--- src/sv/sfvp_pkg.sv ---
`default_nettype none
package sfvp_pkg;

  // Fixed-point format and line store geometry.
  localparam int FRACTION_BITS = 16;
  localparam int MAX_COLUMNS   = 256;
  localparam int COL_W         = $clog2(MAX_COLUMNS);
  localparam int ADDR_W        = COL_W + 1;
  localparam int LINE_DEPTH    = 2 * MAX_COLUMNS;

  localparam int DATA_W = 32;
  localparam int COLS_W = 9;
  localparam int ROWS_W = 16;

  localparam logic OP_SAMPLE = 1'b0;
  localparam logic OP_FLUSH  = 1'b1;

  localparam logic signed [DATA_W-1:0] S32_MAX = 32'sh7FFF_FFFF;
  localparam logic signed [DATA_W-1:0] S32_MIN = 32'sh8000_0000;

  typedef enum logic [1:0] {
    CFG_GRID_COLUMNS = 2'd0,
    CFG_GRID_ROWS    = 2'd1,
    CFG_FREE_STREAM  = 2'd2
  } cfg_index_e;

  typedef struct packed {
    logic                     operation;
    logic signed [DATA_W-1:0] stream_value;
    logic signed [DATA_W-1:0] x_pos;
    logic signed [DATA_W-1:0] y_pos;
  } in_req_t;

  typedef struct packed {
    logic signed [DATA_W-1:0] u_vel;
    logic signed [DATA_W-1:0] v_vel;
    logic signed [DATA_W-1:0] pressure;
    logic [COL_W-1:0]         cell_col;
    logic [ROWS_W-1:0]        cell_row;
    logic                     div_fault;
    logic                     frame_end;
  } out_res_t;

  typedef struct packed {
    logic signed [DATA_W-1:0] psi;
    logic signed [DATA_W-1:0] xc;
    logic signed [DATA_W-1:0] yc;
  } line_word_t;

endpackage
`default_nettype wire

--- src/sv/sfvp_press.sv ---
`default_nettype none
module sfvp_press (
  input  wire logic                              clk_i,
  input  wire logic                              rst_ni,
  input  wire logic                              start_i,
  input  wire logic signed [sfvp_pkg::DATA_W-1:0] speed_i,
  input  wire logic signed [sfvp_pkg::DATA_W-1:0] u_i,
  input  wire logic signed [sfvp_pkg::DATA_W-1:0] v_i,
  output logic                                   done_o,
  output logic signed [sfvp_pkg::DATA_W-1:0]     pressure_o
);

  localparam int PW = 2 * sfvp_pkg::DATA_W;
  localparam int AW = PW + 2;
  localparam logic signed [AW-1:0] P_MAX = AW'(64'sh7FFF_FFFF);
  localparam logic signed [AW-1:0] P_MIN = -AW'(64'sh8000_0000);

  logic                 busy_q, done_q;
  logic [1:0]           step_q;
  logic [PW-1:0]        prod_q;
  logic signed [AW-1:0] acc_q, shifted;
  logic signed [sfvp_pkg::DATA_W-1:0] opnd;
  logic [sfvp_pkg::DATA_W-1:0]        mag;

  // One squarer is shared by U, u and v.
  always_comb begin
    if (start_i) begin
      opnd = speed_i;
    end else if (step_q == 2'd0) begin
      opnd = u_i;
    end else begin
      opnd = v_i;
    end
  end
  assign mag = opnd[sfvp_pkg::DATA_W-1] ? (~opnd + sfvp_pkg::DATA_W'(1)) : opnd;

  always_ff @(posedge clk_i or negedge rst_ni) begin
    if (!rst_ni) begin
      busy_q <= 1'b0;
      done_q <= 1'b0;
      step_q <= 2'd0;
    end else begin
      done_q <= 1'b0;
      if (start_i) begin
        busy_q <= 1'b1;
        step_q <= 2'd0;
      end else if (busy_q) begin
        step_q <= step_q + 2'd1;
        if (step_q == 2'd2) begin
          busy_q <= 1'b0;
          done_q <= 1'b1;
        end
      end
    end
  end

  always_ff @(posedge clk_i) begin
    if (start_i || (busy_q && step_q != 2'd2)) begin
      prod_q <= PW'(mag) * PW'(mag);
    end
    if (busy_q) begin
      if (step_q == 2'd0) begin
        acc_q <= $signed({2'b00, prod_q});
      end else begin
        acc_q <= acc_q - $signed({2'b00, prod_q});
      end
    end
  end

  // Halving plus the fraction shift, rounded toward minus infinity.
  assign shifted = acc_q >>> (sfvp_pkg::FRACTION_BITS + 1);

  always_comb begin
    if (shifted > P_MAX) begin
      pressure_o = sfvp_pkg::S32_MAX;
    end else if (shifted < P_MIN) begin
      pressure_o = sfvp_pkg::S32_MIN;
    end else begin
      pressure_o = shifted[sfvp_pkg::DATA_W-1:0];
    end
  end

  assign done_o = done_q;

endmodule
`default_nettype wire

--- config.mk ---
export PLATFORM = sky130hd
export DESIGN_NAME = sfvp_press
export DESIGN_NICKNAME = d
export VERILOG_FILES = /design/src/sv/sfvp_pkg.sv /design/src/sv/sfvp_press.sv
export SDC_FILE = /design/constraint.sdc
export NUM_CORES = 2
export LEC_CHECK = 0
export ABC_AREA = 0
export BUFFER_PORTS_ARGS = -buffer_cell sky130_fd_sc_hd__buf_4
export CORE_MARGIN = 2
export CORE_UTILIZATION = 51
export CTS_CLUSTER_DIAMETER = 40
export DETAILED_ROUTE_END_ITERATION = 6
export PLACE_DENSITY = 0.7
export SYNTH_ARGS = -nofsm -noshare
export SYNTH_HDL_FRONTEND = slang
export SYNTH_SLANG_ARGS = --single-unit
--- constraint.sdc ---
create_clock -name clk_i -period 16.95 [get_ports clk_i]
set_input_delay 0.8475 -clock clk_i [delete_from_list [all_inputs] [get_ports clk_i]]
set_output_delay 0.8475 -clock clk_i [all_outputs]
set_load 0.005 [all_outputs]
Word-level counts from Yosys, hierarchy flattened:

Cells that the tools add are included.

* bits in registers: 134
* bits of input ports: 99
* word-level logic and storage cells: 33

* $add $sub $neg: 3
* multiply operators: 1
* order comparisons: 2
* eq/ne operators: 2
* multiplexer cells: 14
* bitwise gates (word level): 1
* reduce and logical (&&, ||, !) cells: 4

Operators with widths (count)
* 32-bit two-way mux: 5
* 66-bit by 65-bit subtractor with 66-bit output: 1
* 32-bit by 32-bit multiplier with 64-bit output: 1
* 64-bit two-way mux: 1
* 49-bit by 32-bit greater-than comparator with 1-bit output (second input constant): 1
* 49-bit by 32-bit < comparator with 1-bit output (second input constant): 1
* 32-bit by 2-bit adder with 32-bit output (second input constant): 1
* 32-bit NOT: 1
* 1-bit two-way mux: 6
* 2-bit two-way mux: 2
* 2-bit by 1-bit adder with 2-bit output (second input constant): 1
* 2-bit == test (second input constant): 1
* 2-bit zero test: 1
* 2-bit inequality test (second input constant): 1
* 2-bit nonzero test: 1
* 1-bit logical AND: 1
* 1-bit logical OR: 1

Depth between registers and ports, before layout:

* depth in word-level cells: 7
* mapped depth: 45
* depth with buffers taken out: 40

Least setup slack after synthesis:

OpenSTA, ideal clock, no wires.

* path type: input-to-reg
* start point: input port start_i
* end point: register prod_q[61] (data pin)
* arrival: 10.155 ns
* data required time: 16.692 ns
* path slack: 6.537 ns
* stages on the path: 40
* buffers on the path: 5
* cell sequence: buf_6 -> nand2_1 -> o21ai_1 -> inv_1 -> clkbuf_1 -> clkbuf_1 -> ha_1 -> nand3_2 -> nor4_4 -> and2_1 -> and3_4 -> nor2_1 -> xor2_1 -> inv_2 -> buf_4 -> nand2_1 -> inv_1 -> fa_1 -> [4 not listed] -> inv_1 -> fa_1 -> fa_1 -> fa_1 -> inv_1 -> fa_1 -> inv_1 -> ha_1 -> clkbuf_1 -> nand2_1 -> nor4_1 -> o21ai_0 -> a2111oi_0 -> a211oi_1 -> o31a_1 -> o41ai_1 -> a21oi_1 -> xnor2_1

* word-level cells in the longest chain between the ends: 5

RTL lines
* start, declared: line sfvp_press.sv:5 `input wire logic start_i,`
* 32-bit two-way mux (*): line sfvp_press.sv:27 `if (start_i) begin`
* 32-bit NOT: line sfvp_press.sv:35 `assign mag = opnd[sfvp_pkg::DATA_W-1] ? (~opnd + sfvp_pkg::DATA_W'(1)) : opnd;`
* 32-bit by 2-bit adder with 32-bit output: line sfvp_press.sv:35
* 32-bit two-way mux (*): line sfvp_press.sv:35
* 32-bit by 32-bit multiplier with 64-bit output (*): line sfvp_press.sv:59 `prod_q <= PW'(mag) * PW'(mag);`
* end signal, assigned: line sfvp_press.sv:59
* end, declared: line sfvp_press.sv:20 `logic [PW-1:0] prod_q;`

Mark *: on every way between the ends. The rest lies on a longest branch, timed or not.
A chain may end at the register's enable or synchronous reset.

Worst setup path in the final report:

* start point: register step_q[0]
* end point: register prod_q[63] (data pin)

* word-level cells in the longest chain between the ends: 7

RTL lines
* start, declared: line sfvp_press.sv:19 `logic [1:0] step_q;`
* start signal, assigned: line sfvp_press.sv:48 `step_q <= step_q + 2'd1;`
* 2-bit zero test (*): line sfvp_press.sv:29 `end else if (step_q == 2'd0) begin`
* 32-bit two-way mux (*): line sfvp_press.sv:29
* 32-bit two-way mux (*): line sfvp_press.sv:27
* 32-bit NOT: line sfvp_press.sv:35
* 32-bit by 2-bit adder with 32-bit output: line sfvp_press.sv:35
* 32-bit two-way mux (*): line sfvp_press.sv:35
* 32-bit by 32-bit multiplier with 64-bit output (*): line sfvp_press.sv:59

Marks and branches as above.

==> summary.txt <==
Clock tree
  – CTS tree: done
  – Setup bufs post-CTS: 0
  – PostCTS Resize Cnt: 0
  – CTS sink cnt: roughly 130
  – Worst-path clk slew: 70 ps
  – Root Buffer: clkbuf_16
  – Hold buffers post-CTS: 0
  – CTS Buf Count: 17
  – CTS max path bufs: 2
  – # H-tree levels: 4
  – Clk Latency, worst-skew pair: 440 ps

Timing
  – F_max: 82.60 MHz
  – Rel. slew slack: about a fifth
  – Final setup TNS: 0 ps
  – Endpoints failing setup: 0
  – Worst Skew: 19.38 ps
  – Clock period minus final worst setup slack: ~12,000 ps
  – RSZ-0062 raised after global routing: no
  – Max Slew Vio Count: 0
  – Fin. Hold Viols: 0
  – Min Hold Slack: 182.9 ps
  – Fin crit share: 71.42%
  – Worst Max-Slew Pin Slew: between 1000 and 1500 ps

Global route
  – Largest net degree at the start of global routing: 85
  – GR Overflow Total: 0
  – Initial antenna violation count: 2
  – First-pass GRT wire length: 171,100 um
  – Vias in the first global route: 30,841
  – Total track usage: between 20% and 30%

Worst setup path
  – CP endpoint kind: flop
  – CP peak stage delay: around 790 ps
  – Slowest CP cell: clkinv_1
  – Critical path data required time: 17,130 ps
  – Crit path DAT: 12,290 ps
  – Setup CP Type: flop to flop
  – Critical path peak fanout: 27
  – Crit start category: flop
  – Worst r2r path cells: 37
  – Most used cell, CP: fa_1

Cells and area
  – Fill cells: 6,861
  – Multi-input gate area: 30,480 sq um
  – Sequential cell area: 3975 sq um
  – Design Area, Final: around 42,000 sq um
  – Syn-to-layout area delta: 6.733%
  – Final #Nets: 5,603
  – Share of cells above drive strength 1: 7.437%
  – Antenna cells: 0

Floorplanning
  – Die Wd: 280.7 um
  – DIE AREA: 78,810 sq um
  – I/O Pins: 132
  – Die H: 280.7 um
  – Starting Density: roughly half
  – Standard-cell rows: just over 100
  – Core Region: between 70,000 and 80,000 sq um

Routing
  – DR pass1 iterations: 6
  – DR vias/cell: 5.467
  – DRC: 0
  – Vias: 29,240
  – Routed WL: 109,800 um
  – Post-DR wirelength/cell: approximately 20 um
  – Post-route ant nets: 0
  – DRT iter0 DRCs: between 2,000 and 3,000

Placed design
  – IO buf count: 131
  – Placed cell area: 41,130 sq um
  – Hpwl dp: just under 90,000 um
  – RD Place Congestion: 1.011

Synth
  – Post-synth EDFFs: 129
  – Synth Flop Type: edfxtp_1
  – Yosys top cell by area: fa_1
  – Post-synth top cells: inv_1 (1,078), fa_1 (797), nand2_1 (402), nor2_1 (388), ha_1 (349)
  – Cell area after synthesis: 39,060 sq um
  – Mapped Cells: about 4,300
  – Yosys Warn Count: 0
  – Synth Area per Inst: 9.119 sq um
  – Post-synthesis cell type count: 85
  – Top-count cell post-synth: inv_1
  – FFs w/ async S/R, synth: 3.008%
  – Synth area leaders: fa_1 (41%), ha_1 (11%), inv_1 (10%)
  – Top cell type's share of synthesized area: between 40% and 50%
  – Sequential fraction of the synthesis area: 10.17%
  – Yosys reg bits: around 130

Job
  – Max Cap Viol: 0

Status
  – Status: completed

Hold path
  – Min-delay worst type: input pin to async pin
critical path, delay by kind of cell, from the launching register on:
family / cells / cell delay (ps)
DFF: 1 / 400
xor gates and xnor gates: 2 / 210
muxes: 1 / 250
adders and majority gates: 10 / 4760
buffers and inverters: 9 / 2100
AOI/OAI and AO/OA: 9 / 2300
and+or+nand+nor: 6 / 1740
state kept, by name (all words and copies together) (netlist names):
name	count
step_q	2
prod_q	63
acc_q	66
busy_q	1
done_o	1
area by class of cell:
| type | instances | area share (%) |
|---|---|---|
| multi-input combinational | 2929 | 73.11 |
| inverter | 1100 | 9.904 |
| sequential | 133 | 9.535 |
| timing repair buffer | 177 | 3.187 |
| tap | 978 | 2.935 |
| clock buffer | 18 | 1.029 |
| clock inverter | 13 | 0.3031 |
stage by stage:
| stage | util [%] | worst slack (ps) | instances |
|---|---|---|---|
| 4_1_cts | 54.98 | 4889 | 5348 |
| 3_3_place_gp | 54.25 | 4769 | 5317 |
| 3_5_place_dp | 54.25 | 4629 | 5317 |
| 2_1_floorplan | - | 6537 | 4307 |
| 5_1_grt | 54.98 | 4272 | 5348 |
| 6_report | 54.98 | 4844 | 5348 |
cells by family after synthesis:
logic type	count (synthesis)	share of synthesized area [%]
other	2	0.01923
XOR/XNOR	179	4.196
adder cells (fa/ha/maj)	1146	52.03
flip-flops	133	10.17
AO/OA/AOI/OAI	543	8.780
AND/OR/NAND/NOR	975	10.65
multiplexers	60	1.916
buffers and inverters	1245	12.23
layer usage:
| metal | up-vias | part of all wire (%) | global-route usage (%) |
|---|---|---|---|
| li1 | 13204 | - | - |
| met1 | 14481 | 42 | 38.96 |
| met2 | 1317 | 45 | 45.94 |
| met3 | 238 | 9.0 | 5.337 |
| met4 | 0 | 4.0 | 10.26 |
| met5 | - | 0 | 0 |
worst paths after layout:
path / end / slack (ps) / from
worst min register to register: acc_q[45]$_DFFE_PP_ / 550 / prod_q[45]$_DFFE_PP_
min in group clk_i: acc_q[45]$_DFFE_PP_ / 550 / prod_q[45]$_DFFE_PP_
max in group asynchronous: busy_q$_DFF_PN0_ / 16660 / rst_ni
worst min-delay path: step_q[1]$_DFFE_PN0P_ / 180 / rst_ni
worst max-delay path: prod_q[63]$_DFFE_PP_ / 4840 / step_q[0]$_DFFE_PN0P_
worst max register to register: prod_q[63]$_DFFE_PP_ / 4840 / step_q[0]$_DFFE_PN0P_
placed cells by master (no fill, tap or decap), types with 8 or more instances in the layout:
cell type / Yosys / routed
nand3_1: 20 / 20
o21ai_0: 128 / 128
a21boi_0: 8 / 8
inv_1: 1078 / 1078
ha_1: 349 / 348
a31o_2: 8 / 8
o21bai_1: 32 / 32
xnor2_2: 3 / 8
and2_1: 18 / 18
a211oi_1: 12 / 12
conb_1: 2 / 26
nor3_1: 19 / 19
a31oi_1: 21 / 21
o21ai_1: 13 / 13
nor2b_1: 16 / 16
nor2_1: 388 / 387
mux2i_1: 25 / 25
nand2b_1: 15 / 15
inv_2: 20 / 20
mux2_2: 18 / 18
xnor2_1: 113 / 108
a21oi_1: 165 / 164
o31ai_1: 11 / 11
nor4_1: 10 / 10
nand2_1: 402 / 402
o21a_1: 13 / 13
clkbuf_16: 0 / 17
fa_1: 797 / 797
xor2_1: 58 / 56
edfxtp_1: 129 / 129
and3_1: 22 / 22
nand4_1: 32 / 32
a21o_1: 75 / 74
buf_4: 5 / 177
Power is left out: the tool's default activity adds up to more than one toggle a clock period on the data nets, which glitch-free logic cannot reach.
