$ cat src/sv/sfvp_pkg.sv
`default_nettype none
package sfvp_pkg;

  // Fixed-point format and line store geometry.
  localparam int FRACTION_BITS = 16;
  localparam int MAX_COLUMNS   = 256;
  localparam int COL_W         = $clog2(MAX_COLUMNS);
  localparam int ADDR_W        = COL_W + 1;
  localparam int LINE_DEPTH    = 2 * MAX_COLUMNS;

  localparam int DATA_W = 32;
  localparam int COLS_W = 9;
  localparam int ROWS_W = 16;

  localparam logic OP_SAMPLE = 1'b0;
  localparam logic OP_FLUSH  = 1'b1;

  localparam logic signed [DATA_W-1:0] S32_MAX = 32'sh7FFF_FFFF;
  localparam logic signed [DATA_W-1:0] S32_MIN = 32'sh8000_0000;

  typedef enum logic [1:0] {
    CFG_GRID_COLUMNS = 2'd0,
    CFG_GRID_ROWS    = 2'd1,
    CFG_FREE_STREAM  = 2'd2
  } cfg_index_e;

  typedef struct packed {
    logic                     operation;
    logic signed [DATA_W-1:0] stream_value;
    logic signed [DATA_W-1:0] x_pos;
    logic signed [DATA_W-1:0] y_pos;
  } in_req_t;

  typedef struct packed {
    logic signed [DATA_W-1:0] u_vel;
    logic signed [DATA_W-1:0] v_vel;
    logic signed [DATA_W-1:0] pressure;
    logic [COL_W-1:0]         cell_col;
    logic [ROWS_W-1:0]        cell_row;
    logic                     div_fault;
    logic                     frame_end;
  } out_res_t;

  typedef struct packed {
    logic signed [DATA_W-1:0] psi;
    logic signed [DATA_W-1:0] xc;
    logic signed [DATA_W-1:0] yc;
  } line_word_t;

endpackage
`default_nettype wire

$ cat src/sv/sfvp_div.sv
`default_nettype none
module sfvp_div (
  input  wire logic                              clk_i,
  input  wire logic                              rst_ni,
  input  wire logic                              start_i,
  input  wire logic signed [sfvp_pkg::DATA_W:0]  num_i,
  input  wire logic signed [sfvp_pkg::DATA_W:0]  den_i,
  output logic                                   done_o,
  output logic signed [sfvp_pkg::DATA_W-1:0]     quo_o,
  output logic                                   fault_o
);

  localparam int NW = sfvp_pkg::DATA_W + 1;
  localparam int DW = NW + sfvp_pkg::FRACTION_BITS;
  localparam int CW = $clog2(DW);
  localparam logic [DW-1:0] POS_LIM = DW'(33'h0_7FFF_FFFF);
  localparam logic [DW-1:0] NEG_LIM = DW'(33'h0_8000_0000);

  logic          busy_q, done_q;
  logic [CW-1:0] cnt_q;
  logic [NW-1:0] rem_q, den_q;
  logic [DW-1:0] quo_q;
  logic          neg_q, zero_q, nsign_q, nzero_q;

  logic [NW-1:0] num_abs, den_abs;
  logic [NW:0]   trial, diff;

  assign num_abs = num_i[NW-1] ? (~num_i + NW'(1)) : num_i;
  assign den_abs = den_i[NW-1] ? (~den_i + NW'(1)) : den_i;
  assign trial   = {rem_q, quo_q[DW-1]};
  assign diff    = trial - {1'b0, den_q};

  always_ff @(posedge clk_i or negedge rst_ni) begin
    if (!rst_ni) begin
      busy_q <= 1'b0;
      done_q <= 1'b0;
      cnt_q  <= '0;
    end else begin
      done_q <= 1'b0;
      if (start_i) begin
        cnt_q <= '0;
        if (den_i == '0) begin
          done_q <= 1'b1;
        end else begin
          busy_q <= 1'b1;
        end
      end else if (busy_q) begin
        if (cnt_q == CW'(DW - 1)) begin
          busy_q <= 1'b0;
          done_q <= 1'b1;
        end
        cnt_q <= cnt_q + CW'(1);
      end
    end
  end

  // Restoring division of magnitudes, one quotient bit per cycle.
  always_ff @(posedge clk_i) begin
    if (start_i) begin
      quo_q   <= {num_abs, {sfvp_pkg::FRACTION_BITS{1'b0}}};
      rem_q   <= '0;
      den_q   <= den_abs;
      neg_q   <= num_i[NW-1] ^ den_i[NW-1];
      zero_q  <= (den_i == '0);
      nsign_q <= num_i[NW-1];
      nzero_q <= (num_i != '0);
    end else if (busy_q) begin
      if (!diff[NW]) begin
        rem_q <= diff[NW-1:0];
        quo_q <= {quo_q[DW-2:0], 1'b1};
      end else begin
        rem_q <= trial[NW-1:0];
        quo_q <= {quo_q[DW-2:0], 1'b0};
      end
    end
  end

  always_comb begin
    if (zero_q) begin
      if (!nzero_q) begin
        quo_o = '0;
      end else begin
        quo_o = nsign_q ? sfvp_pkg::S32_MIN : sfvp_pkg::S32_MAX;
      end
    end else if (neg_q) begin
      quo_o = (quo_q > NEG_LIM) ? sfvp_pkg::S32_MIN : -$signed(quo_q[31:0]);
    end else begin
      quo_o = (quo_q > POS_LIM) ? sfvp_pkg::S32_MAX : $signed(quo_q[31:0]);
    end
  end

  assign done_o  = done_q;
  assign fault_o = zero_q;

endmodule
`default_nettype wire

$ cat config.mk
export PLATFORM = sky130hd
export DESIGN_NAME = sfvp_div
export DESIGN_NICKNAME = d
export VERILOG_FILES = /design/src/sv/sfvp_pkg.sv /design/src/sv/sfvp_div.sv
export SDC_FILE = /design/constraint.sdc
export NUM_CORES = 1
export LEC_CHECK = 0
export BUFFER_PORTS_ARGS = -buffer_cell sky130_fd_sc_hd__buf_2
export CAP_MARGIN = 25
export CORE_MARGIN = 10
export CORE_UTILIZATION = 40
export CTS_CLUSTER_SIZE = 16
export DETAILED_ROUTE_END_ITERATION = 8
export PLACE_DENSITY = 0.69
export REMOVE_ABC_BUFFERS = 1
export SLEW_MARGIN = 20
export SYNTH_ARGS = -nofsm -noshare
export SYNTH_HDL_FRONTEND = slang
export SYNTH_SLANG_ARGS = --single-unit
$ cat constraint.sdc
create_clock -name clk_i -period 5.53 [get_ports clk_i]
set_clock_uncertainty 0.2 [all_clocks]
set_input_delay 1.106 -clock clk_i [delete_from_list [all_inputs] [get_ports clk_i]]
set_output_delay 1.106 -clock clk_i [all_outputs]
set_load 0.02 [all_outputs]
# Word level (Yosys, flattened, before mapping)

Index checks and enable logic that the tools add are counted.
Widths: inputs -> output; s select.

Bits of input ports: 69
Bits in registers: 127
Output and inout port bits: 34
Word-level logic and storage cells: 49

Bitwise logic cells: 3
Reduce and logical (&&, ||, !) cells: 3
Eq/ne operators: 2
Add/sub/neg operators: 5
Multiplexer cells: 22
Magnitude comparators: 2

Operator list:

| operator              | number |
|---|---|
| $mux 32               | 7 |
| $mux 49               | 2 |
| $add 33x2->33 const B | 2 |
| $mux 33               | 2 |
| $not 33->33           | 2 |
| $gt 49x31->1 const B  | 1 |
| $gt 49x32->1 const B  | 1 |
| $sub 34x33->34        | 1 |
| $logic_not 33->1      | 1 |
| $reduce_bool 33->1    | 1 |
| $neg 32->32           | 1 |
| $mux 6                | 2 |
| $mux 1                | 9 |
| $add 6x1->6 const B   | 1 |
| $eq 6x6->1 const B    | 1 |
| $ne 2x2->1 const B    | 1 |
| $reduce_bool 2->1     | 1 |
| $xor 1x1->1           | 1 |

# Longest topological paths before layout

Word-level depth: 4
Gate-level depth with buffers: 13
Depth with buffers taken out: 12

# Least setup slack after synthesis

No wires, ideal clock.

Kind: register -> output
Start: reg quo_q[9]
End: out quo_o[30] in the netlist's numbering
Arrival time: 3.230 ns
Required time: 4.224 ns
Cell stages (with the launch flop): 13
Path buffers: 4
Setup slack: 0.994 ns
Cell sequence: dfxtp_1 -> clkbuf_1 -> or4_1 -> or4_1 -> clkbuf_1 -> o41ai_1 -> and2_1 -> clkbuf_1 -> nand2_1 -> clkbuf_1 -> nor2_1 -> a21oi_1 -> o21ai_0

Word-level cells in the longest chain between the ends: 4
Elaborated cells on any way between the ends: 7
Classes of those cells: 1 x add/sub; 2 x order compare; 4 x mux

RTL lines:

| item                                 | RTL line                       | source |
|---|---|---|
| start, declared                      | sfvp_div.sv:22                 | `logic [DW-1:0] quo_q;` |
| start signal, assigned               | sfvp_div.sv:60                 | `quo_q <= {num_abs, {sfvp_pkg::FRACTION_BITS{1'b0}}};` |
| start signal, assigned               | sfvp_div.sv:70                 | `quo_q <= {quo_q[DW-2:0], 1'b1};` |
| start signal, assigned               | sfvp_div.sv:73                 | `quo_q <= {quo_q[DW-2:0], 1'b0};` |
| $gt 49x31->1 (tied with other cells) | sfvp_div.sv:88                 | `quo_o = (quo_q > POS_LIM) ? sfvp_pkg::S32_MAX : $signed(quo_q[31:0]);` |
| $mux 32 (on tied branches)           | sfvp_div.sv:88, sfvp_div.sv:86 |  |
| $mux 32 *                            | sfvp_div.sv:85                 | `end else if (neg_q) begin` |
| $mux 32 *                            | sfvp_div.sv:79                 | `if (zero_q) begin` |
| end, declared                        | sfvp_div.sv:9                  | `output logic signed [sfvp_pkg::DATA_W-1:0] quo_o,` |

Mark *: on every way between the ends. The rest lies on a longest branch, timed or not.

# Worst setup path after layout

Start: reg quo_q[0]
End: out quo_o[30] in the netlist's numbering

The elaborated chain is that of the path after synthesis.

==> results.json <==
{
  "syn_area_per_cell_um2": 8.25,
  "outcome": "complete, no violations",
  "grt_pass1_wl_um": 41100,
  "synth_xor_area_share_pct": 9.03,
  "hold_start": "rem_q[29]",
  "synth_cell_types": 64,
  "fmax_mhz": 196,
  "synth_flop_cell": "edfxtp_1",
  "cts-htree-levels": 4,
  "pin_count": 103,
  "reg2reg_from": "den_q[6]",
  "slowest_stage": "nand2_1",
  "num_rows": 55,
  "synth_fa_ha_area_share_pct": 5.59,
  "met3_usage_pct": 3.05,
  "drive_gt1_share_pct": 13.3,
  "setup_viol": 0,
  "p_sw_share_pct": 33.1,
  "hold_buffers": 0,
  "tns_ns": 0,
  "power.internal_mw": 2.21,
  "grt_pass1_vias": 8210,
  "synth_area_um2": 9310,
  "pwr-share-seq_pct": 36.8,
  "grt_start_max_net_pins": 65,
  "seq_area_frac_synth_pct": 35.3,
  "final_common_cell": "nand2_1",
  "drc": 0,
  "grt.busiest_layer": "met2",
  "hold_depth": 2,
  "cp.required_ns": 4.22,
  "clk_latency_ns": 0.42,
  "ys_ff_latch": 127,
  "postRouteAntennaNets": 0,
  "rsz0062_at_grt": "false",
  "synth-edff-count": 70,
  "crit_fanout": 20,
  "area.growth.synth_to_final_pct": 15.1,
  "path_clk_slew_ns": 0.06,
  "r2r_slack_ns": 1.68,
  "hpwl_um": 17900,
  "relSlewSlack_pct": 31.9,
  "synth_compound_area_share_pct": 21.9,
  "dr.pass1.iters": 5,
  "post-route-worst-setup-slack_ns": 0.431,
  "cpLargestDelayFamily": "simple AND/OR/NAND/NOR gates",
  "worst-endpoint-arrival_ns": 3.79,
  "io_buffers": 102,
  "clock-sinks": 127,
  "cp_num_buf_inv": 2,
  "async_reset_ff_share_pct": 6.30,
  "power_density_nw_per_um2": 308,
  "syn-instance-count": 1129,
  "drt_first_iter_violations": 768,
  "hold_end": "rem_q[29]",
  "grt.overflow.total": 0,
  "startpoint_type": "register",
  "p_switching_mw": 1.09,
  "power_leakage_nw": 4.45,
  "clockPowerShare_pct": 34.9,
  "finalCritPeriodShare_pct": 92.2,
  "initial_core_util_pct": 40.9,
  "slew_violations": 0,
  "worst_pin_slew_ns": 1.02,
  "period_needed_ns": 5.10,
  "die_area_um2": 29800,
  "gp_congestion": 0.894,
  "yosysWarnings": 0,
  "cts_max_path_buffers": 2,
  "dp_slack_ns": 0.889,
  "reg2reg_to": "rem_q[12]",
  "cts-buffers-inserted": 17,
  "use_met2_pct": 26.2,
  "path_class": "register to primary output",
  "finalHoldViolations": 0,
  "cts_tree": "done",
  "antenna_found_initial": 3,
  "vias": 8540,
  "r2r_cells": 12,
  "post_cts_buffers": 0,
  "fp.dieH_um": 173,
  "fillers": 2223,
  "max_stage_delay_ns": 0.42,
  "peakVddDrop_v": 0.000260,
  "coreArea_um2": 22800,
  "pwr-share-comb_pct": 28.3,
  "crit_chain": "inv_1 > ha_1 > nor3b_1 > nor3b_1 > nand2_1 > o41ai_1 > and2_1 > nand2_1 > nor2_2 > a21oi_1 > o21ai_0 > buf_2",
  "grt_use_total_pct": 16.2,
  "die_x_um": 173,
  "synth_top_family_by_area": "compound AO/OA/AOI/OAI gates",
  "end_kind": "primary output",
  "met1_usage_pct": 21.2,
  "root_buffer": "clkbuf_16",
  "synth.area.mux_share_pct": 2.81,
  "synth-simple-area-share_pct": 20.8,
  "hp-class": "register to register",
  "wl_um": 24800,
  "layout.nets": 1311,
  "max_cap_viol_count": 0,
  "final_cell_mix": "nand2_1 (131), o21ai_0 (112), buf_2 (101), nor2_1 (92), a21oi_1 (79)",
  "wl_per_cell_um": 16.2,
  "viasPerCell": 5.58
}
-- worst register-to-register path: stages (launching register included) --
cell and delay [ns]:
edfxtp_1 0.35, inv_1 0.08, ha_1 0.30, and2_1 0.23
and3_1 0.18, a21oi_1 0.37, a211o_1 0.23, a21oi_1 0.09
o211ai_1 0.77, buf_4 0.36, mux2_2 0.36, mux2i_1 0.14
nor2_1 0.07
-- per-layer routing --
metal  up-vias  wire length (um)
li1       4262                 -
met1      4004             11500
met2       237             11500
met3        35              1250
met4         2               471
met5         -                 7
-- cells in the mapped netlist (16+ instances only) --
cell type | instances | area share [%]
nand2_1 | 131 | 5.3
o21ai_0 | 112 | 6.0
nor2_1 | 94 | 3.8
a21oi_1 | 79 | 4.2
edfxtp_1 | 70 | 23
inv_1 | 57 | 2.3
clkbuf_1 | 56 | 2.3
xnor2_1 | 55 | 5.2
dfxtp_1 | 49 | 11
xor2_1 | 41 | 3.9
ha_1 | 40 | 5.4
nor3_1 | 36 | 1.9
o31ai_1 | 27 | 2.2
mux2i_1 | 25 | 2.7
a211oi_1 | 23 | 1.9
nand3_1 | 16 | 0.86
nand4_1 | 16 | 1.1
or4_1 | 16 | 1.3
-- per-stage QoR --
stage | hold slack [ns] | util [%] | cells | cell area (um2) | power, mW
after detailed placement | 0.288 | 44.3 | 1495 | 10100 | 2.15
after global placement | 0.269 | 44.2 | 1494 | 10100 | 2.13
after global routing | 0.321 | 47.0 | 1527 | 10700 | 3.49
final | 0.296 | 47.1 | 1530 | 10700 | 3.30
after floorplan | 0.253 | - | 1071 | 9090 | 1.87
after CTS | 0.297 | 47.0 | 1527 | 10700 | 3.32
-- sequential cells by signal (all words and copies together), names as in the netlist --
name	count
nzero_q	1
busy_q	1
neg_q	1
den_q	33
fault_o	1
cnt_q	6
quo_q	49
nsign_q	1
done_o	1
rem_q	33
-- layout make-up --
| type | instances | area, um2 | share of cell area, % |
|---|---|---|---|
| multi-input cells | 886 | 5610 | 52.3 |
| flip-flops and latches | 127 | 3280 | 30.6 |
| repair buffers | 111 | 601 | 5.60 |
| clock buffers | 22 | 518 | 4.83 |
| well taps | 313 | 392 | 3.65 |
| inverters | 58 | 218 | 2.03 |
| clock inverters | 10 | 95.1 | 0.887 |
| diodes | 3 | 7.51 | 0.0700 |
-- timing repair --
action	CTS	global route
resized for setup	0	1
hold endpoints to repair	0	0
endpoints found under the setup margin	0	5
-- logic make-up (layout without fill, tap and decap cells) --
family | count (synthesis) | in the layout
flops | 127 | 127
xor+xnor | 96 | 96
buf+inv | 116 | 201
other cells | 0 | 3
compound gates | 325 | 325
simple gates | 398 | 398
mux | 26 | 26
fa+ha+maj | 41 | 41
-- power groups by stage --
stage,combinational (mW),clock [mW],sequential [mW]
2_1_floorplan,0.676,0,1.19
3_3_place_gp,0.906,0,1.22
3_5_place_dp,0.921,0,1.23
4_1_cts,0.933,1.17,1.21
5_1_grt,1.05,1.21,1.23
6_report,0.933,1.15,1.21
-- worst max-delay path by stage --
stage	start	endpoint	slack, ns	depth (start not counted)
floorplan	quo_q[11]	quo_o[30]	0.84	8
CTS	quo_q[0]	quo_o[30]	0.40	12
global placement	num_i[9]	quo_q[46]	0.91	10
detailed placement	quo_q[0]	quo_o[26]	0.89	12
finish	quo_q[0]	quo_o[30]	0.43	12
global route	quo_q[0]	quo_o[27]	0.03	12
No activity file was read; power rests on OpenSTA's default activity.
